File: src/rtl/core/nrm_sqrt_cell.sv
// One digit cell of the square root chain: one root bit per cell.
// Depends on nothing; widths come from parameters.
module nrm_sqrt_cell #(
    parameter int CB     = 16,
    parameter int SIDE_W = 49
) (
    input  logic              i_clk,
    input  logic              i_rst_n,
    input  logic              i_valid,
    output logic              o_ready,
    input  logic [2*CB-1:0]   i_rad,
    input  logic [CB+1:0]     i_rem,
    input  logic [CB-1:0]     i_root,
    input  logic [SIDE_W-1:0] i_side,
    output logic              o_valid,
    input  logic              i_ready,
    output logic [2*CB-1:0]   o_rad,
    output logic [CB+1:0]     o_rem,
    output logic [CB-1:0]     o_root,
    output logic [SIDE_W-1:0] o_side
);
    logic              r_valid;
    logic [2*CB-1:0]   r_rad;
    logic [CB+1:0]     r_rem;
    logic [CB-1:0]     r_root;
    logic [SIDE_W-1:0] r_side;
    logic [CB+1:0]     n_rem;
    logic [CB-1:0]     n_root;
    logic [CB+1:0]     w_cur;
    logic [CB+1:0]     w_trial;

    assign o_ready = !r_valid || i_ready;

    always_comb begin
        w_cur   = {i_rem[CB-1:0], i_rad[2*CB-1:2*CB-2]};
        w_trial = {i_root, 2'b01};
        if (w_cur >= w_trial) begin
            n_rem  = w_cur - w_trial;
            n_root = {i_root[CB-2:0], 1'b1};
        end else begin
            n_rem  = w_cur;
            n_root = {i_root[CB-2:0], 1'b0};
        end
    end

    always_ff @(posedge i_clk) begin
        if (!i_rst_n) begin
            r_valid <= 1'b0;
        end else if (o_ready) begin
            r_valid <= i_valid;
        end
    end

    always_ff @(posedge i_clk) begin
        if (o_ready && i_valid) begin
            r_rad  <= {i_rad[2*CB-3:0], 2'b00};
            r_rem  <= n_rem;
            r_root <= n_root;
            r_side <= i_side;
        end
    end

    assign o_valid = r_valid;
    assign o_rad   = r_rad;
    assign o_rem   = r_rem;
    assign o_root  = r_root;
    assign o_side  = r_side;
endmodule

File: config.mk
export PLATFORM = sky130hd
export DESIGN_NAME = nrm_sqrt_cell
export DESIGN_NICKNAME = d
export VERILOG_FILES = /design/src/rtl/core/nrm_sqrt_cell.sv
export SDC_FILE = /design/constraint.sdc
export NUM_CORES = 1
export LEC_CHECK = 0
export BUFFER_PORTS_ARGS = -buffer_cell sky130_fd_sc_hd__buf_2
export CAP_MARGIN = 20
export CORE_MARGIN = 5
export CORE_UTILIZATION = 49
export DETAILED_ROUTE_END_ITERATION = 12
export GPL_ROUTABILITY_DRIVEN = 1
export MAX_ROUTING_LAYER = met4
export PLACE_DENSITY = 0.85
export SETUP_SLACK_MARGIN = 0.05
export SYNTH_ARGS = -nofsm -noshare
export SYNTH_HDL_FRONTEND = slang
export SYNTH_SLANG_ARGS = --single-unit
File: constraint.sdc
create_clock -name i_clk -period 8.66 [get_ports i_clk]
set_input_delay 0.433 -clock i_clk [delete_from_list [all_inputs] [get_ports i_clk]]
set_output_delay 0.433 -clock i_clk [all_outputs]
set_load 0.05 [all_outputs]
* After elaboration in Yosys (flattened, before gate mapping)
Cells that the tools add are included.
** Word-level totals
- Bits in registers :: 114
- Output and inout bits :: 117
- Logic and storage cells :: 12
** Operators by class
- $add $sub $neg :: 1
- Magnitude comparators :: 1
- Multiplexer cells :: 2
- Reduce and logical (&&, ||, !) cells :: 3
** Operator list (count)
- 18-bit greater-or-equal comparator :: 1
- 18-bit 2-to-1 mux :: 1
- 18-bit subtractor :: 1
- 1-bit logical AND :: 1
- 1-bit zero test :: 1
- 1-bit logical OR :: 1
- 1-bit 2-to-1 mux :: 1

* Logic depth before layout (Yosys ltp)
Gate-level depths: netlist of run 1.
- Depth after elaboration :: 3
- Depth in mapped cells :: 10
- Gate-level depth less buffers :: 9

* Least setup slack after synthesis of run 1
OpenSTA, ideal clock, no wires.
- Path type :: register to register
- Start :: register r_valid (netlist: o_valid)
- End :: register r_rad[10] (netlist: o_rad[10]), enable pin
- Arrival :: 3.648 ns
- Required time :: 8.175 ns
- Slack :: 4.528 ns
- Cell stages (with the launch flop) :: 3
- Period minus slack after synthesis :: 4.132 ns
- Cells stage by stage :: dfxtp_1 nand2b_1 and2_1
** On the way
- Cells in the longest elaborated chain, start to end :: 3
** RTL lines
- start: declaration :: RTL line 22 : logic r_valid;
- start signal: assignment :: RTL line 50 : r_valid <= i_valid;
- 1-bit zero test :: RTL line 32 : assign o_ready = !r_valid || i_ready;
- 1-bit logical OR :: RTL line 32
- named net o_ready :: RTL line 10 : output logic o_ready,
- 1-bit logical AND :: RTL line 55 : if (o_ready && i_valid) begin
- end signal: assignment :: RTL line 56 : r_rad <= {i_rad[2*CB-3:0], 2'b00};
- end: declaration :: RTL line 23 : logic [2*CB-1:0] r_rad;
The timed path passes the listed nets, and every way through them passes these cells.
A chain may end at the register's enable or synchronous reset.

* Final worst setup path of run 1
- Start :: input port i_root[4]
- End :: register r_rem[7] (netlist: o_rem[7]) (data pin)
** On the way
- Cells in the longest elaborated chain, start to end :: 2
** RTL lines
- start: declaration :: RTL line 13 : input logic [CB-1:0] i_root,
- 18-bit subtractor / 18-bit greater-or-equal comparator (equally long branches) :: RTL line 38, 37
- 18-bit 2-to-1 mux * :: RTL line 37 : if (w_cur >= w_trial) begin
- named net n_rem[7] :: RTL line 27 : logic [CB+1:0] n_rem;
- end signal: assignment :: RTL line 57 : r_rem <= n_rem;
- end: declaration :: RTL line 24 : logic [CB+1:0] r_rem;
The timed path passes the listed nets; every way through them passes the cells marked *.

==> metrics.md, run 1 <==
| Metric | Value |
|---|---|
| Clock network latency to the later pin of the worst-skew pair | `0.50 ns` |
| Synthesis-to-layout area growth | `40.92%` |
| Post-route DRC violation count | `0` |
| CTS resizes | `0` |
| Std cell rows | `35` |
| Worst Setup Start Kind | `input port` |
| # placed instances | `about 650` |
| Hold Crit Class | `input port to register` |
| DP Area | `between 5000 and 6000 um2` |
| Final count of hold timing violations | `0` |
| Detailed-route via count | `3418` |
| Drt first pass iters | `4` |
| CP Data Required Time | `8.91 ns` |
| Total buffers and inverters traversed by the critical path | `3` |
| Static leakage | `between 2 and 3 nW` |
| Most instantiated flip-flop cell in the synthesis netlist | `edfxtp_1` |
| Die Width | `~110 um` |
| Final-layout worst hold slack | `~0.10 ns` |
| Share of cells above drive strength 1 | `between 50 and 60%` |
| Kind of capture point of the worst setup path | `register` |
| Minimum setup slack after placement | `just under 6 ns` |
| Cell area power density | `between 200 and 300 nW/um2` |
| Gr ovfl total | `0` |
| Final worst path period share | `between 20% and 30%` |
| Final worst-path setup slack | `6.448 ns` |
| Count of final setup violators | `0` |
| CTS tree | `built` |
| Number of distinct library cells after synthesis | `44` |
| Syn avg cell area | `about 16 um2` |
| # hold bufs at CTS | `0` |
| Number of setup buffers added after CTS | `0` |
| Depth of the worst hold-timing path | `1` |
| Antenna-violating nets left | `0` |
| Fraction of registers with async set/reset | `0%` |
| CP Data Arrival Time | `about 2.5 ns` |
| CP max stage delay | `0.40 ns` |
| Wire length of the first global-routing pass | `approximately 19000 um` |
| Total negative slack | `0 ns` |
| Post-route cell area | `about 6600 um2` |
| Count of buffers from port buffering | `231` |
| Post-synthesis sequential area ratio | `72.82%` |
| Post-DP HPWL | `9687 um` |
| Layout net count | `~670` |
| Routed wirelength normalized by instance count | `slightly below 20 um` |
| Worst slew pin tran | `0.8600 ns` |
| Post-layout util | `just over 70%` |
| Core outline area | `around 9300 um2` |
| GRT Total Usage | `22.75%` |
| Final total power | `1.735 mW` |
| Combined area of all synthesized cells | `approximately 4700 um2` |
| Vias/cell | `approximately 5` |
| Num CTS Buffers | `17` |
| Area share of the leading cell type in the synthesized netlist | `between 70 and 80%` |
| Maximum clock frequency | `0.4522 GHz` |
| Worst-case reg-to-reg path depth | `3` |
| WL final | `between 10000 and 15000 um` |
| TritonCTS Sinks | `~110` |
| Number of cells in the finished layout apart from fillers | `~680` |
| Combined area of the multi-input logic cells | `1117 um2` |
| Max-slew violations | `0` |
| Area of all sequential standard cells | `about 3400 um2` |
| Gate count after technology mapping | `290` |
| Fin crit period | `between 2 and 2.5 ns` |
| Setup repair after global routing missed its margin | `false` |
| Starting density of the core | `between 50 and 60%` |
| EDFF count, synth | `113` |
| Die area | `11620 um2` |
| Top post-synthesis cells by area | `edfxtp_1 72%, ha_1 4.8%, mux2_4 2.2%, a21oi_1 1.9%, inv_1 1.9%` |
| Clock slew at reported path FFs | `roughly 0.060 ns` |
| Number of synthesized register bits | `~110` |
| Yosys warning count | `0` |
| Maximum root-to-sink buffer count | `2` |
| Maximum vdd ir drop | `approximately 150 uV` |
| Master cell of the clock root buffer | `clkbuf_8` |
| Maximum net fanout on the critical path | `16` |
| Cell type with the largest total area after synthesis | `edfxtp_1` |
| Top Family by Delay on Critical Path | `compound AO/OA/AOI/OAI gates` |
| GP Congestion | `0.8010` |
| CP cell instances | `buf_2, inv_1, ha_1, nand4_2, a211oi_2, o21ai_1, a21o_1, and2_4, inv_8, mux2_2` |
| Pin count of the biggest net entering global routing | `72` |
| Detailed Route Iter0 Violations | `226` |
| Top-Level Pins | `236` |
| Fin Clk Skew | `approximately 0.0075 ns` |
| H-tree depth | `4` |
| Stages on worst setup path | `10` |
| Standard cell with the maximum stage delay on the critical path | `ha_1` |
| Maximum Capacitance Violations | `0` |
| Crit Path Class | `input port to register` |
| Normalized max-slew margin | `around 43%` |
| Most frequent standard cell in the layout excluding fill and tap cells | `buf_2` |
| Most frequent cells in the layout | `231 x buf_2, 113 x edfxtp_1, 24 x inv_1, 18 x a21oi_1, 18 x ha_1` |
| FILL cells | `649` |
| Y dimension of the die | `around 110 um` |
| Antenna violations before repair | `1` |
| Vias in the first global route | `between 3000 and 4000` |
| Outcome | `finished clean` |
[sequential cells by signal, summed over array words and instances, names as in the netlist]
| register | cells |
|---|---|
| o_side | 49 |
| o_rad | 30 |
| o_rem | 18 |
| o_root | 16 |
| o_valid | 1 |
[layer usage]
metal	track usage, %	vias to the layer above	routed length (um)
met2	42.41	161	7394
met1	22.87	1653	4485
met3	6.779	14	1040
met5	-	-	0
met4	6.583	0	193
li1	-	1590	-
[worst reg2reg max path: cells and delay by family, from the launching register on]
| family | cells | cell delay (ns) |
|---|---|---|
| AND/OR/NAND/NOR | 2 | 0.65 |
| buffers and inverters | 1 | 0.80 |
| flip-flops | 1 | 0.32 |
[cells by family (layout without fill, tap and decap cells)]
family	count (synthesis)	after routing	share of synthesized area [%]
other cells	1	3	0.08001
compound gates	52	52	7.288
fa+ha+maj	18	18	4.805
xor+xnor	13	13	2.429
simple gates	45	45	4.779
buf+inv	31	289	3.470
flops	114	114	72.82
mux	16	16	4.325
[report_power, final]
part	switching, mW	leakage (nW)	internal [mW]
logic	0.223	1.51	0.0900
registers	0.00928	1.10	0.655
clock network	0.257	0.311	0.501
[cell usage after synthesis, types with 3 or more instances]
cell type	count
edfxtp_1	113
inv_1	24
a21oi_1	18
ha_1	18
nand2_1	14
nor2_1	10
xnor2_1	10
o21ai_0	9
mux2_4	7
mux2_2	6
o21a_1	5
nand3_1	4
nor3_1	4
a31oi_1	3
mux2i_1	3
o211ai_1	3
xor2_1	3
[path summary, 6_finish.rpt]
path / startpoint / endpoint / slack, ns
worst max-delay path: i_root[4] / o_rem[7] / 6.45
worst min-delay path: i_rad[9] / o_rad[11] / 0.10
worst max register to register: o_valid / o_side[35] / 6.47
worst min register to register: o_valid / o_valid / 0.61
[layout make-up]
| cell class | instances | area share (%) |
|---|---|---|
| Sequential cell | 114 | 51.68 |
| Timing Repair Buffer | 232 | 17.62 |
| Multi-Input combinational cell | 146 | 16.92 |
| Clock buffer | 18 | 6.327 |
| Clock inverter | 14 | 3.448 |
| Tap cell | 129 | 2.444 |
| Inverter | 25 | 1.534 |
| Antenna cell | 1 | 0.03789 |
Power figures use the tool's default switching activity.
==> run 2, diff against run 1 <==
Settings changed: CORE_UTILIZATION 49 to 46, PLACE_DENSITY 0.85 to 0.81.
Clock period 8.66 ns to 2.23 ns, I/O delays scaled along.
==> run 2 against run 1 <==
  * Die area grew 5.9%
  * Wire length grew 43%
  * Via count grew 27%
  * Power grew to 3.7 times the previous value
  * Sequential cell count is the same
  * Utilization grew 8.6 points
  * Global-route usage grew 7.8 points
  * Clock-buffer cell count grew 2
  * Sequential power grew to 3.9 times the previous value
  * Register-to-register slack lost 5.8 ns
  * Sequential share of layout area shrank 8.3 points
  * Critical path type unchanged
==> metrics.md, run 2 (synthesis results as in run 1) <==
| Metric | Value |
|---|---|
| Post-route cell area | `7869 um2 (+19%)` |
| Vias/cell | `5.286 (+5.0%)` |
| Maximum net fanout on the critical path | `8 (-8)` |
| CP cell instances | `dlygate4sd3_1, buf_2, ha_4, nand4_1, nor2_2, buf_4, buf_4, a21oi_2, and2_4, clkinv_8, mux2_2` |
| Share of cells above drive strength 1 | `45.47% (-6.4 points)` |
| Gr ovfl total | `0 (unchanged)` |
| Normalized max-slew margin | `63.52% (+21 points)` |
| FILL cells | `512 (-21%)` |
| Hold Crit Class | `input port to register` |
| Minimum setup slack after placement | `-0.05141 ns (-5.982 ns)` |
| Maximum root-to-sink buffer count | `2 (unchanged)` |
| Detailed Route Iter0 Violations | `380 (+68%)` |
| Stages on worst setup path | `11 (+1)` |
| Most repeated library cell on the critical path | `buf_4` |
| Most frequent standard cell in the layout excluding fill and tap cells | `buf_2` |
| Fin Clk Skew | `0.004846 ns (-0.002654 ns)` |
| Count of final setup violators | `0 (unchanged)` |
| Maximum Capacitance Violations | `0 (unchanged)` |
| Top Family by Delay on Critical Path | `buffers and inverters` |
| Drt first pass iters | `5 (+1)` |
| Fin crit period | `around 2.2 ns` |
| CTS tree | `built` |
| Total negative slack | `0 ns (unchanged)` |
| Starting density of the core | `47.51% (-3.0 points)` |
| Setup repair after global routing missed its margin | `true` |
| Antenna violations before repair | `1 (unchanged)` |
| CP Data Required Time | `2.48 ns (-6.43 ns)` |
| CP Data Arrival Time | `2.43 ns (-0.03 ns)` |
| Y dimension of the die | `110.9 um (+2.9%)` |
| Pin count of the biggest net entering global routing | `38 (-47%)` |
| Flop2flop setup slack | `0.67 ns (-5.80 ns)` |
| Top-Level Pins | `236 (unchanged)` |
| Depth of the worst hold-timing path | `3 (+2)` |
| Layout net count | `810 (+20%)` |
| WL final | `18760 um (+43%)` |
| Clock slew at reported path FFs | `0.05 ns (about the same)` |
| H-tree depth | `4 (unchanged)` |
| Post-route DRC violation count | `0 (unchanged)` |
| Antenna-violating nets left | `0 (unchanged)` |
| Post-layout util | `79.77% (+8.6 points)` |
| GP Congestion | `0.9220 (+15%)` |
| Final worst path period share | `between 90% and 100%` |
| Number of cells in the finished layout apart from fillers | `819 (+21%)` |
| Clock network latency to the later pin of the worst-skew pair | `0.50 ns (about the same)` |
| Final count of hold timing violations | `0 (unchanged)` |
| Routed wirelength normalized by instance count | `22.90 um (+19%)` |
| # placed instances | `668 (+3.4%)` |
| Worst-case reg-to-reg path depth | `3 (unchanged)` |
| Die area | `12310 um2 (+5.9%)` |
| Wire length of the first global-routing pass | `27370 um (+44%)` |
| Num CTS Buffers | `17 (unchanged)` |
| Post-DP HPWL | `10270 um (+6.0%)` |
| CP max stage delay | `0.57 ns (+0.17 ns)` |
| Standard cell with the maximum stage delay on the critical path | `dlygate4sd3_1` |
| Vias in the first global route | `4445 (+27%)` |
| Final worst-path setup slack | `0.04699 ns (-6.401 ns)` |
| GRT Total Usage | `30.56% (+7.8 points)` |
| Maximum vdd ir drop | `578.1 uV (+300%)` |
| Die Width | `110.9 um (+2.9%)` |
| Outcome | `finished clean` |
| Total buffers and inverters traversed by the critical path | `5 (+2)` |
| Worst Setup Start Kind | `input port` |
| Number of flip-flops under the largest register name | `49 (unchanged)` |
| Max-slew violations | `0 (unchanged)` |
| Kind of capture point of the worst setup path | `register` |
| TritonCTS Sinks | `114 (unchanged)` |
| Core outline area | `9864 um2 (+6.3%)` |
| Count of buffers from port buffering | `231 (unchanged)` |
| Static leakage | `3.470 nW (+19%)` |
| Crit Path Class | `input port to register` |
| DP Area | `6137 um2 (+3.0%)` |
| Detailed-route via count | `4329 (+27%)` |
| Most frequent cells in the layout | `231 x buf_2, 113 x edfxtp_1, 112 x dlygate4sd3_1, 24 x inv_1, 22 x buf_4` |
| Master cell of the clock root buffer | `clkbuf_8` |
| Cell area power density | `823.6 nW/um2 (+210%)` |
| Synthesis-to-layout area growth | `67.89%` |
| Maximum clock frequency | `between 0.4 and 0.5 GHz` |
| Std cell rows | `36 (+2.9%)` |
| Worst slew pin tran | `0.5472 ns (-0.3129 ns)` |
-- run 2: cell count changes in the layout (fill, tap and decap cells not counted), sizes merged, moves of 2 or more --
cell	previous run	this run
bufinv	5	1
dlygate4sd3	0	112
clkbuf	18	20
clkinv	5	10
buf	232	256
inv	28	25
-- run 2: worst register-to-register path: cells and delay by family (launching register included) --
| kind | cells | cell delay, ns |
|---|---|---|
| buffers and inverters | 1 | 0.29 |
| DFF | 1 | 0.33 |
| and+or+nand+nor | 2 | 0.62 |
-- run 2: power by group --
part / total (mW) / switching, mW / internal [mW]
logic: 1.52 / 0.979 / 0.540
clock network: 2.36 / 0.926 / 1.43
registers: 2.60 / 0.0558 / 2.54
-- run 2: through the flow --
stage	hold slack [ns]	power [mW]
finish	0.03349	6.481
global route	0.03251	6.674
CTS	0.003854	6.332
detailed placement	0.2896	3.888
global placement	0.2891	3.858
floorplan	0.2104	3.518
-- run 2: cell type report --
cell class	count	area (um2)	area share (%)
flip-flops and latches	114	3413	43.38
repair buffers	368	2502	31.80
multi-input cells	146	1171	14.88
clock buffers	20	425.4	5.406
well taps	133	166.4	2.115
inverters	25	106.4	1.352
clock inverters	10	70.07	0.8904
repair inverters	1	8.758	0.1113
diodes	2	5.005	0.06360
-- run 2: repair_timing --
item,4_1_cts,5_1_grt
buffers inserted,0,6
hold buffers,112,0
endpoints found under the hold margin,111,0
endpoints found under the setup margin,0,14
resized for setup,0,10
-- run 2: layer usage --
| layer | share of wire (%) | GRT usage [%] | vias up |
|---|---|---|---|
| li1 | - | - | 1863 |
| met1 | 35 | 31.88 | 2078 |
| met2 | 52 | 52.63 | 322 |
| met3 | 8.8 | 9.934 | 66 |
| met4 | 5.0 | 13.79 | 0 |
| met5 | 0 | - | - |
-- run 2: final timing paths --
check,start,to
worst max-delay path,i_rem[10],o_rem[7]
worst min-delay path,i_rem[14],o_rem[16]
worst max register to register,o_valid,o_side[7]
worst min register to register,o_valid,o_side[19]
