$ cat src/rtl/core/nrm_div_cell.sv
// One quotient-bit cell of the divider chain, three lanes share the divisor.
// Depends on nothing; widths come from parameters.
module nrm_div_cell #(
    parameter int CB    = 16,
    parameter int QB    = 15,
    parameter bit FIRST = 1'b0
) (
    input  logic              i_clk,
    input  logic              i_rst_n,
    input  logic              i_valid,
    output logic              o_ready,
    input  logic [3*(CB+1)-1:0] i_rem,
    input  logic [3*QB-1:0]   i_quo,
    input  logic [2:0]        i_neg,
    input  logic [CB-1:0]     i_len,
    input  logic              i_zero,
    output logic              o_valid,
    input  logic              i_ready,
    output logic [3*(CB+1)-1:0] o_rem,
    output logic [3*QB-1:0]   o_quo,
    output logic [2:0]        o_neg,
    output logic [CB-1:0]     o_len,
    output logic              o_zero
);
    logic                 r_valid;
    logic [3*(CB+1)-1:0]  r_rem;
    logic [3*QB-1:0]      r_quo;
    logic [2:0]           r_neg;
    logic [CB-1:0]        r_len;
    logic                 r_zero;
    logic [3*(CB+1)-1:0]  n_rem;
    logic [3*QB-1:0]      n_quo;

    assign o_ready = !r_valid || i_ready;

    // remainder stays below the divisor, so doubling fits CB+1 bits
    always_comb begin
        logic [CB:0] cur;
        logic [CB:0] dvs;
        dvs = {1'b0, i_len};
        for (int l = 0; l < 3; l++) begin
            cur = FIRST ? i_rem[l*(CB+1) +: CB+1]
                        : {i_rem[l*(CB+1) +: CB], 1'b0};
            if (cur >= dvs) begin
                n_rem[l*(CB+1) +: CB+1] = cur - dvs;
                n_quo[l*QB +: QB]       = {i_quo[l*QB +: QB-1], 1'b1};
            end else begin
                n_rem[l*(CB+1) +: CB+1] = cur;
                n_quo[l*QB +: QB]       = {i_quo[l*QB +: QB-1], 1'b0};
            end
        end
    end

    always_ff @(posedge i_clk) begin
        if (!i_rst_n) begin
            r_valid <= 1'b0;
        end else if (o_ready) begin
            r_valid <= i_valid;
        end
    end

    always_ff @(posedge i_clk) begin
        if (o_ready && i_valid) begin
            r_rem  <= n_rem;
            r_quo  <= n_quo;
            r_neg  <= i_neg;
            r_len  <= i_len;
            r_zero <= i_zero;
        end
    end

    assign o_valid = r_valid;
    assign o_rem   = r_rem;
    assign o_quo   = r_quo;
    assign o_neg   = r_neg;
    assign o_len   = r_len;
    assign o_zero  = r_zero;
endmodule

$ cat config.mk
export PLATFORM = sky130hd
export DESIGN_NAME = nrm_div_cell
export DESIGN_NICKNAME = d
export VERILOG_FILES = /design/src/rtl/core/nrm_div_cell.sv
export SDC_FILE = /design/constraint.sdc
export NUM_CORES = 1
export LEC_CHECK = 0
export BUFFER_PORTS_ARGS = -buffer_cell sky130_fd_sc_hd__buf_4
export CAP_MARGIN = 10
export CORE_ASPECT_RATIO = 1.75
export CORE_UTILIZATION = 50
export CTS_CLUSTER_DIAMETER = 120
export DETAILED_ROUTE_END_ITERATION = 6
export PLACE_DENSITY = 0.9
export SETUP_SLACK_MARGIN = 0.5
export SLEW_MARGIN = 0
export SYNTH_ARGS = -nofsm -noshare
export SYNTH_HDL_FRONTEND = slang
export SYNTH_SLANG_ARGS = --single-unit
$ cat constraint.sdc
create_clock -name i_clk -period 5.25 [get_ports i_clk]
set_clock_uncertainty 0.1 [all_clocks]
set_input_delay 0.525 -clock i_clk [delete_from_list [all_inputs] [get_ports i_clk]]
set_output_delay 0.525 -clock i_clk [all_outputs]
set_load 0.1 [all_outputs]
## After elaboration in Yosys (flattened, before gate mapping)

Cells that the tools add are included.
Widths: inputs -> output; s select.

| word-level totals | value |
|---|---|
| register bits | 117 |
| output and inout bits | 118 |
| word-level logic and storage cells | 24 |

| operators by class | value |
|---|---|
| add/sub/neg operators | 3 |
| $lt $le $gt $ge | 3 |
| mux-type cells | 6 |
| reduce and logical (&&, ||, !) cells | 3 |

Operators by type and width:

| cell | number |
|---|---|
| $ge 17x16->1 | 3 |
| $mux 17 | 3 |
| $sub 17x16->17 | 3 |
| $mux 1 | 3 |
| $logic_and 1x1->1 | 1 |
| $logic_not 1->1 | 1 |
| $logic_or 1x1->1 | 1 |

## Logic depth before layout (Yosys ltp)

Gate-level depths: netlist of the first run.

| depth | value |
|---|---|
| word-level depth | 3 |
| depth in mapped cells | 11 |
| depth with buffers taken out | 9 |

## Least setup slack after synthesis of the first run

OpenSTA, ideal clock, no wires.

| timing | value |
|---|---|
| path kind | register to register |
| start point | register r_valid, in the netlist o_valid |
| end point | register r_len[0], in the netlist o_len[0] (enable) |
| library setup time | 488 ps |
| data arrival time | 4344 ps |
| data required time | 4662 ps |
| slack | 318 ps |
| stages on the path, launching flop included | 3 |
| buffers on the path | 0 |
| cells stage by stage | dfxtp_1 nand2b_1 and2_1 |

| on the way | value |
|---|---|
| cells in the longest elaborated chain, start to end | 3 |

Ends and longest elaborated chain:

| item | RTL line | text |
|---|---|---|
| from (decl) | 25 | `logic r_valid;` |
| from (signal assigned) | 58 | `r_valid <= i_valid;` |
| $logic_not 1->1 | 34 | `assign o_ready = !r_valid \|\| i_ready;` |
| $logic_or 1x1->1 | 34 |  |
| named net o_ready | 11 | `output logic o_ready,` |
| $logic_and 1x1->1 | 63 | `if (o_ready && i_valid) begin` |
| to (signal assigned) | 67 | `r_len <= i_len;` |
| to (decl) | 29 | `logic [CB-1:0] r_len;` |

The timed path passes the listed nets, and every way through them passes these cells.
A chain may end at the register's enable or synchronous reset.

## Final worst setup path of the first run

| timing | value |
|---|---|
| start point | input i_len[6] |
| end point | register r_rem[36], in the netlist o_rem[36], data pin |

| on the way | value |
|---|---|
| cells in the longest elaborated chain, start to end | 2 |

Ends and longest elaborated chain:

| item | RTL line | text |
|---|---|---|
| from (decl) | 15 | `input logic [CB-1:0] i_len,` |
| $ge 17x16->1 | 44 | `if (cur >= dvs) begin` |
| $mux 17 | 44 |  |
| named net n_rem[36] | 31 | `logic [3*(CB+1)-1:0] n_rem;` |
| to (signal assigned) | 64 | `r_rem <= n_rem;` |
| to (decl) | 26 | `logic [3*(CB+1)-1:0] r_rem;` |

The timed path passes the listed nets, and every way through them passes these cells.

==> qor.txt, run 1 <==
Chip Width = 88.8 um
Max cap viols = 0
Final number of hold-violating endpoints = 0
Clock share of power = 33.8%
Static leakage = 4.02 nW
Global-route wire length before repair = 28.6 mm
Slew @ Worst Pin = 0.969 ns
Nets = 970
Switch share = 38.3%
Syn_nets = 727
Antenna diodes = 0
Yosys top cell area share = 52.8%
GRT overflow = 0
Critical path data arrival time = 3.10 ns
Non-filler cells in the finished layout = 983
Layout area overhead = 38.4%
Switching Power = 1.39 mW
CTS root buffer = clkbuf_16
IO buf count = 231
Crit-path max FO = 23
FP Rows = 55
CP Data Required Time = 5.31 ns
Total CTS buffers = 17
Initial Utilization = 51.2%
Register area share after synthesis = 53.1%
Final HPWL DP = 14.0 mm
Detailed router's first-iteration violation count = 346
Die H = 154 um
RSZ-0062 raised after global routing = false
Gr usage total = 28.1%
Endpoints failing setup = 0
DRC = 0
Number of flops mapped to enable cells by yosys = 116
Core ar. = 12,900 um^2
FMAX = 329 MHz
Final antenna-violating net count = 0
Crit. End Element = register
Sink Count = 117
Initial antenna violation count = 0
Max-Slew Margin vs Limit = 35.4%
Setup Fix Bufs, Post-CTS = 0
Worst skew pair latency = 0.41 ns
Reg power frac = 32.1%
Largest net degree at the start of global routing = 74
Max rail drop VDD = 0.000207 V
Synth top cells by count = edfxtp_1, a21oi_1, ha_1
Htree depth = 4
Post-CTS Hold Buffers = 0
Avg Cell Area, Syn = 11.9 um^2
Yosys cell types = 62
FFs w/ async S/R, synth = 0%
Cell taking the most area after synthesis = edfxtp_1
Min Tclk post-route = 3.04 ns
Vias = 5,579
Dpl cells = 951
Crit path launch type = input port
Combinational share of power = 34.1%
Area contributors post-synth = edfxtp_1, ha_1, a21oi_1, xor2_1, nor2_1
Top Ports = 238
Ys flop type = edfxtp_1
Crit share post-route = 57.8%
Die Area = 13,700 um^2
CTS tree = done
Detailed-route wire length = 18.9 mm
Synth Warn # = 0
Mapped Area = 6600 um^2
Vias per Instance = 5.68
Routability cong. = 0.897
Clk slew on worst S/H paths = 0.06 ns
Number of global-route vias before repair = 5,709
Routed wire per std cell = 19.2 um
Most frequent cell after synthesis = edfxtp_1
Internal = 2.24 mW
# resized after CTS = 0
Post-Route Setup TNS = 0 ns
Cell count after synthesis = 556
Pwr dens = 398 nW/um^2
Status = completed
Crit path kind = input port to register
Layout cells sized above 1 = 36.0%
Max Slew Vio Count = 0
Drt first pass iters = 7
Tightest Hold Check Type = input port to register
Clock Path Buffers = 2
FF+latch count, synth = 117
[flip-flops by register name, summed over array words and instances (netlist names)]
name     cells
o_rem       51
o_quo       45
o_len       16
o_neg        3
o_valid      1
o_zero       1
[through the flow]
stage | util, % | hold WS (ns) | power (mW) | instance area [um^2] | worst slack, ns
after global placement | 66.1 | 0.440 | 2.39 | 8510 | 1.79
final | 70.9 | 0.184 | 3.63 | 9130 | 2.21
after CTS | 70.9 | 0.178 | 3.63 | 9130 | 2.19
after detailed placement | 66.1 | 0.468 | 2.41 | 8510 | 1.76
after global routing | 70.9 | 0.173 | 3.74 | 9130 | 1.94
after floorplan | - | 0.524 | 2.12 | 6600 | 1.56
[worst max-delay path: stages]
cell	delay, ns
buf_4	0.12
inv_1	0.11
ha_1	0.30
a21oi_1	0.22
o21ai_1	0.14
or3_1	0.32
o21a_1	0.22
a21oi_2	0.74
buf_4	0.28
o21ai_0	0.10
[routing by layer]
layer	part of all wire, %	track usage [%]	vias to the layer above
met3	8.7	8.11	72
met2	53	51.0	310
met4	5.5	16.7	0
met5	0	0	-
met1	33	27.1	2618
li1	-	-	2579
[cells in the final DEF (no fill, tap or decap), drive strengths merged, types with 5 or more instances in the layout]
master | Yosys | layout
a211oi | 6 | 6
a21o | 17 | 17
a21oi | 51 | 51
and2 | 7 | 7
buf | 8 | 234
clkbuf | 2 | 18
edfxtp | 116 | 116
ha | 48 | 48
inv | 28 | 36
mux2 | 18 | 18
nand2 | 36 | 36
nand2b | 13 | 13
nand3 | 12 | 12
nor2 | 43 | 43
nor2b | 6 | 6
o21a | 8 | 8
o21ai | 38 | 38
or3 | 5 | 5
xnor2 | 14 | 14
xor2 | 21 | 21
[cell families (layout without fill, tap and decap cells)]
| family | count (synthesis) | count (layout) | share of synthesized area, % |
|---|---|---|---|
| AND/OR/NAND/NOR | 142 | 142 | 10.6 |
| AO/OA/AOI/OAI | 153 | 153 | 15.3 |
| buffers and inverters | 38 | 294 | 2.52 |
| XOR/XNOR | 35 | 35 | 4.65 |
| adder cells (fa/ha/maj) | 51 | 51 | 10.0 |
| multiplexers | 20 | 20 | 3.78 |
| flip-flops | 117 | 117 | 53.1 |
[path summary, 6_finish.rpt]
| check | start | end | slack [ns] | cells after the start |
|---|---|---|---|---|
| setup / recovery | i_len[6] | o_rem[36]$_DFFE_PP_ | 2.21 | 10 |
| setup reg to reg | o_valid$_SDFFE_PN0N_ | o_len[1]$_DFFE_PP_ | 2.90 | 3 |
| hold / removal | i_quo[22] | o_quo[23]$_DFFE_PP_ | 0.18 | 1 |
| hold reg to reg | o_valid$_SDFFE_PN0N_ | o_valid$_SDFFE_PN0N_ | 0.48 | 2 |
[final cells by class]
type	count	area (um^2)
fillers	847	3740
flip-flops and latches	117	3500
multi-input cells	401	2930
repair buffers	234	1760
clock buffers	18	429
well taps	171	214
clock inverters	14	190
inverters	28	105
[power groups by stage]
stage	registers [mW]	clock network [mW]	logic [mW]
after floorplan	1.76	0	0.363
after global placement	1.18	0	1.21
after detailed placement	1.18	0	1.22
after CTS	1.17	1.23	1.24
after global routing	1.17	1.27	1.30
final	1.17	1.23	1.24
Note: power is estimated with default switching activity, not from simulation.
==> inputs of run 2 (changes only) <==
==> constraint.sdc (replaced) <==
create_clock -name i_clk -period 2.9 [get_ports i_clk]
set_clock_uncertainty 0.1 [all_clocks]
set_input_delay 0.29 -clock i_clk [delete_from_list [all_inputs] [get_ports i_clk]]
set_output_delay 0.29 -clock i_clk [all_outputs]
set_load 0.1 [all_outputs]
==> qor.txt, run 2 (synthesis gave the netlist of run 1 again) <==
Endpoints failing setup = 0
Nets = 1,069
Detailed-route wire length = 30.4 mm
Fillers = 621
Reg power frac = 29.7%
Layout cells sized above 1 = 41.3%
Static leakage = 4.46 nW
Max cap viols = 0
Largest net degree at the start of global routing = 44
Detailed router's first-iteration violation count = 1,199
Gr usage total = 40.7%
Routed wire per std cell = 28.1 um
Max Slew Vio Count = 0
Layout area overhead = 57.3%
Final HPWL DP = 14.7 mm
Crit-path max FO = 6
Clock Path Buffers = 2
Htree depth = 4
CP Data Required Time = 2.97 ns
Hold slack = 0.0186 ns
Dpl cells = 979
Clock share of power = 33.5%
Most common cell after layout, fill and taps aside = buf_4
GRT overflow = 0
Critical path data arrival time = 2.77 ns
Crit. End Element = register
Crit path kind = input port to register
Total CTS buffers = 17
Initial Utilization = 51.2%
Slew @ Worst Pin = 0.682 ns
CTS tree = done
Top Ports = 238
FMAX = 369 MHz
Most frequent cells in the layout = buf_4, edfxtp_1, dlygate4sd3_1, nor2_1, a21oi_1
Final antenna-violating net count = 0
FP Rows = 55
Internal = 4.29 mW
Chip Width = 88.8 um
Power Total = 7.19 mW
RSZ-0062 raised after global routing = true
Cells on worst reg2reg path = 3
Number of global-route vias before repair = 6,779
Initial antenna violation count = 2
Max-Slew Margin vs Limit = 54.6%
Combinational share of power = 36.9%
Crit share post-route = 93.3%
Die Area = 13,700 um^2
Sink Count = 117
DRC = 0
Max rail drop VDD = 0.000425 V
CTS root buffer = clkbuf_16
Status = completed
Worst skew pair latency = 0.42 ns
IO buf count = 231
Max FFs per register = 51
Core ar. = 12,900 um^2
Vias = 7,111
Finished Cell Area = 10,400 um^2
Placed Area = 8780 um^2
Switch share = 40.3%
Post-Route Setup TNS = 0 ns
Min Tclk post-route = 2.71 ns
Vias per Instance = 6.57
Routability cong. = 0.914
Switching Power = 2.90 mW
Pwr dens = 693 nW/um^2
Final number of hold-violating endpoints = 0
Clk slew on worst S/H paths = 0.07 ns
Hold Path Cell Cnt = 2
Crit path launch type = input port
Global-route wire length before repair = 39.6 mm
Drt first pass iters = 7
Die H = 154 um
Non-filler cells in the finished layout = 1,082
Tightest Hold Check Type = input port to register
-- run 2: cell count changes in the layout (fill, tap and decap cells not counted), sizes merged, moves of 2 or more --
cell,delta
dlygate4sd3,+60
o21a,+2
buf,+36
clkinv,+4
inv,-12
clkinvlp,+7
-- run 2: power by group through the flow --
stage / clock, mW / sequential (mW) / combinational [mW]
final: 2.41 / 2.13 / 2.65
after global routing: 2.47 / 2.14 / 2.72
after CTS: 2.29 / 2.11 / 2.39
after detailed placement: 0 / 2.14 / 2.28
after global placement: 0 / 2.14 / 2.24
after floorplan: 0 / 3.18 / 0.664
-- run 2: worst max-delay path, cell delays in order --
cell	delay [ns]
buf_4	0.11
inv_1	0.20
ha_1	0.54
a21oi_1	0.19
nor2b_1	0.49
nor4_1	0.13
nor2_1	0.27
o41ai_4	0.15
xor2_1	0.26
a21oi_1	0.13
-- run 2: stage by stage --
| step | setup WS (ns) | util (%) |
|---|---|---|
| floorplan | 0.501 | - |
| global placement | 0.0569 | 68.2 |
| detailed placement | -0.0125 | 68.2 |
| CTS | 0.522 | 77.9 |
| global route | 0.228 | 80.6 |
| finish | 0.193 | 80.6 |
-- run 2: area by class of cell --
cell class / instances / area, um^2 / share of cell area [%]
multi-input cells: 404 / 3220 / 31.1
repair buffers: 330 / 2670 / 25.7
well taps: 171 / 214 / 2.06
clock buffers: 17 / 425 / 4.10
diodes: 1 / 2.50 / 0.0241
inverters: 28 / 135 / 1.30
clock inverters: 14 / 200 / 1.93
flip-flops and latches: 117 / 3500 / 33.8
-- run 2: routing by layer --
layer  vias up  routed length [um]  GRT usage [%]  share of wire, %
li1       2789                   -              -                 -
met1      3259                9160           42.6                30
met2       789               13900           66.9                46
met3       270                4180           14.1                14
met4         4                3070           27.3                10
met5         -                  58              0              0.19
-- run 2: what timing repair did --
action | in CTS | in global routing
pin swaps | 1 | 10
cloned | 1 | 2
hold endpoints to repair | 60 | 0
resized for setup | 1 | 52
hold buffers | 60 | 0
buffers inserted | 0 | 8
setup endpoints to repair | 10 | 39
-- run 2: final timing paths --
kind	end	slack [ns]	start
min	o_valid$_SDFFE_PN0N_	0.02	i_rst_n
max reg2reg	o_quo[17]$_DFFE_PP_	1.17	o_valid$_SDFFE_PN0N_
min reg2reg	o_valid$_SDFFE_PN0N_	0.41	o_valid$_SDFFE_PN0N_
max	o_rem[31]$_DFFE_PP_	0.19	i_len[11]
==> inputs of run 3 (changes only) <==
--- a/config.mk
+++ b/config.mk
@@ -5,13 +5,15 @@
 export SDC_FILE = /design/constraint.sdc
 export NUM_CORES = 1
 export LEC_CHECK = 0
+export ABC_AREA = 1
 export BUFFER_PORTS_ARGS = -buffer_cell sky130_fd_sc_hd__buf_4
 export CAP_MARGIN = 10
 export CORE_ASPECT_RATIO = 1.75
-export CORE_UTILIZATION = 50
-export CTS_CLUSTER_DIAMETER = 120
+export CORE_UTILIZATION = 52
+export CTS_CLUSTER_DIAMETER = 80
 export DETAILED_ROUTE_END_ITERATION = 6
-export PLACE_DENSITY = 0.9
+export PLACE_DENSITY = 0.91
+export RECOVER_POWER = 25
 export SETUP_SLACK_MARGIN = 0.5
 export SLEW_MARGIN = 0
 export SYNTH_ARGS = -nofsm -noshare
==> qor.txt, run 3 <==
Status = finished with violations
Failing checks = design-rule violations
Placed Area = 9520 um^2
Post-Route Setup TNS = 0 ns
RSZ-0062 raised after global routing = true
Pwr dens = 628 nW/um^2
Number of global-route vias before repair = 8,116
Total CTS buffers = 17
Clock Path Buffers = 2
Detailed router's first-iteration violation count = 719
Power Total = 6.77 mW
Syn_nets = 1,096
Final number of hold-violating endpoints = 0
Critical path data arrival time = 2.76 ns
CP bufs+invs = 3
Most frequent cell after synthesis = nand2_1
Final antenna-violating net count = 0
Most common cell on crit path = nand2_1
Crit share post-route = 92.4%
Final HPWL DP = 17.3 mm
Top delay family on crit path = simple AND/OR/NAND/NOR gates
FF+latch count, synth = 117
FMAX = 373 MHz
Most common cell after layout, fill and taps aside = nand2_1
Tightest Hold Check Type = input port to register
Yosys cell types = 29
Register area share after synthesis = 46.4%
Routability cong. = 1.03
Initial Utilization = 53.8%
FFs w/ async S/R, synth = 0%
Clk slew on worst S/H paths = 0.06 ns
Finished Core Util = 76.8%
Largest net degree at the start of global routing = 117
Vias per Instance = 5.67
Crit. End Element = register
Finished Cell Area = 10,800 um^2
Max stage delay cell, worst path = dlygate4sd3_1
IO buf count = 231
Endpoints failing setup = 0
Chip Width = 93.1 um
Global-route wire length before repair = 41.4 mm
Hold slack = 0.0649 ns
Yosys top cell area share = 46.1%
Number of flops mapped to enable cells by yosys = 116
Cell taking the most area after synthesis = edfxtp_1
Crit path launch type = input port
Internal reg-to-reg setup slack = 1.31 ns
Layout cells sized above 1 = 23.1%
Slew @ Worst Pin = 1.25 ns
Ys flop type = edfxtp_1
Max cap viols = 0
CTS tree = done
Max Slew Vio Count = 0
Core ar. = 14,000 um^2
Top Ports = 238
Synth top cells by count = nand2_1, inv_1, edfxtp_1
Nets = 1,412
Initial antenna violation count = 0
Crit path kind = input port to register
Die H = 161 um
Mapped Area = 7560 um^2
Layout area overhead = 42.8%
Crit-path max FO = 4
Gr usage total = 37.2%
FP Rows = 57
Sink Count = 117
GRT overflow = 0
Area contributors post-synth = edfxtp_1, nand2_1, ha_1, inv_1, nand3_1
Static leakage = 5.40 nW
Most frequent cells in the layout = nand2_1, buf_4, inv_1, edfxtp_1, nand3_1
Max rail drop VDD = 0.000444 V
Htree depth = 4
Routed wire per std cell = 19.7 um
Crit path cell chain = dlygate4sd3_1 -> clkbuf_1 -> clkinvlp_4 -> ha_4 -> nand2_1 -> nor2_1 -> and2_1 -> nand2_1 -> nand2_1 -> nand2_1 -> nand3_1 -> nand2_1
CTS root buffer = clkbuf_16
Synth Warn # = 0
Antenna diodes = 0
DRC = 1
Max-Slew Margin vs Limit = 17.2%
Cell count after synthesis = 925
Crit path largest cell delay = 0.52 ns
Drt first pass iters = 7
Max FFs per register = 51
CP Data Required Time = 2.98 ns
Fillers = 882
Detailed-route wire length = 28.2 mm
Die Area = 15,000 um^2
Avg Cell Area, Syn = 8.17 um^2
Worst skew pair latency = 0.43 ns
Min Tclk post-route = 2.68 ns
Vias = 8,116
-- run 3: cell count changes in the layout (fill, tap and decap cells not counted), moves of 17 or more --
cell	before	now
nand2_1	35	339
nand3_1	10	80
clkbuf_1	0	39
a21o_1	17	0
buf_4	266	154
inv_1	19	147
clkbuf_4	0	47
-- run 3: logic make-up (layout without fill, tap and decap cells) --
family / after synthesis / in the layout / share of synthesized area, %
and+or+nand+nor: 529 / 529 / 30.7
adders and majority gates: 51 / 51 / 8.74
AOI/OAI and AO/OA: 45 / 45 / 3.16
DFF: 117 / 117 / 46.4
buffers and inverters: 162 / 491 / 8.56
xor gates and xnor gates: 21 / 21 / 2.43
-- run 3: final timing paths --
check / from / endpoint / cells past startpoint
min: i_rst_n / o_valid$_SDFFE_PN0N_ / 2
min reg2reg: o_valid$_SDFFE_PN0N_ / o_valid$_SDFFE_PN0N_ / 2
max: i_len[7] / o_rem[14]$_DFFE_PP_ / 12
max reg2reg: o_valid$_SDFFE_PN0N_ / o_rem[35]$_DFFE_PP_ / 2
-- run 3: area by class of cell --
type	count	area, um^2	area share (%)
flip-flops and latches	117	3500	32.5
repair buffers	307	2350	21.8
inverters	152	574	5.32
clock buffers	18	429	3.98
multi-input cells	646	3540	32.8
well taps	177	221	2.05
clock inverters	14	176	1.63
-- run 3: power by group --
part           internal, mW  leakage (nW)  switching (mW)
sequential             2.06          1.13          0.0478
combinational         0.617          3.98            1.82
clock                  1.36         0.292           0.870
total                  4.03          5.40            2.74
-- run 3: what timing repair did --
action | CTS | global route
buffers inserted | 0 | 8
hold buffers | 60 | 0
resized for setup | 0 | 32
hold endpoints to repair | 60 | 0
endpoints found under the setup margin | 0 | 46
-- run 3: stage by stage --
stage	setup WS, ns	instances
after global routing	0.0913	1431
final	0.221	1431
after CTS	0.527	1423
after detailed placement	0.514	1331
after global placement	0.557	1331
after floorplan	-0.0759	925
-- run 3: routing by layer --
metal	GRT usage [%]	routed length, um	vias up
met5	0	0	-
met4	24.5	2160	0
met3	9.89	2990	186
met2	64.8	14300	677
met1	38.4	8750	3642
li1	-	-	3611
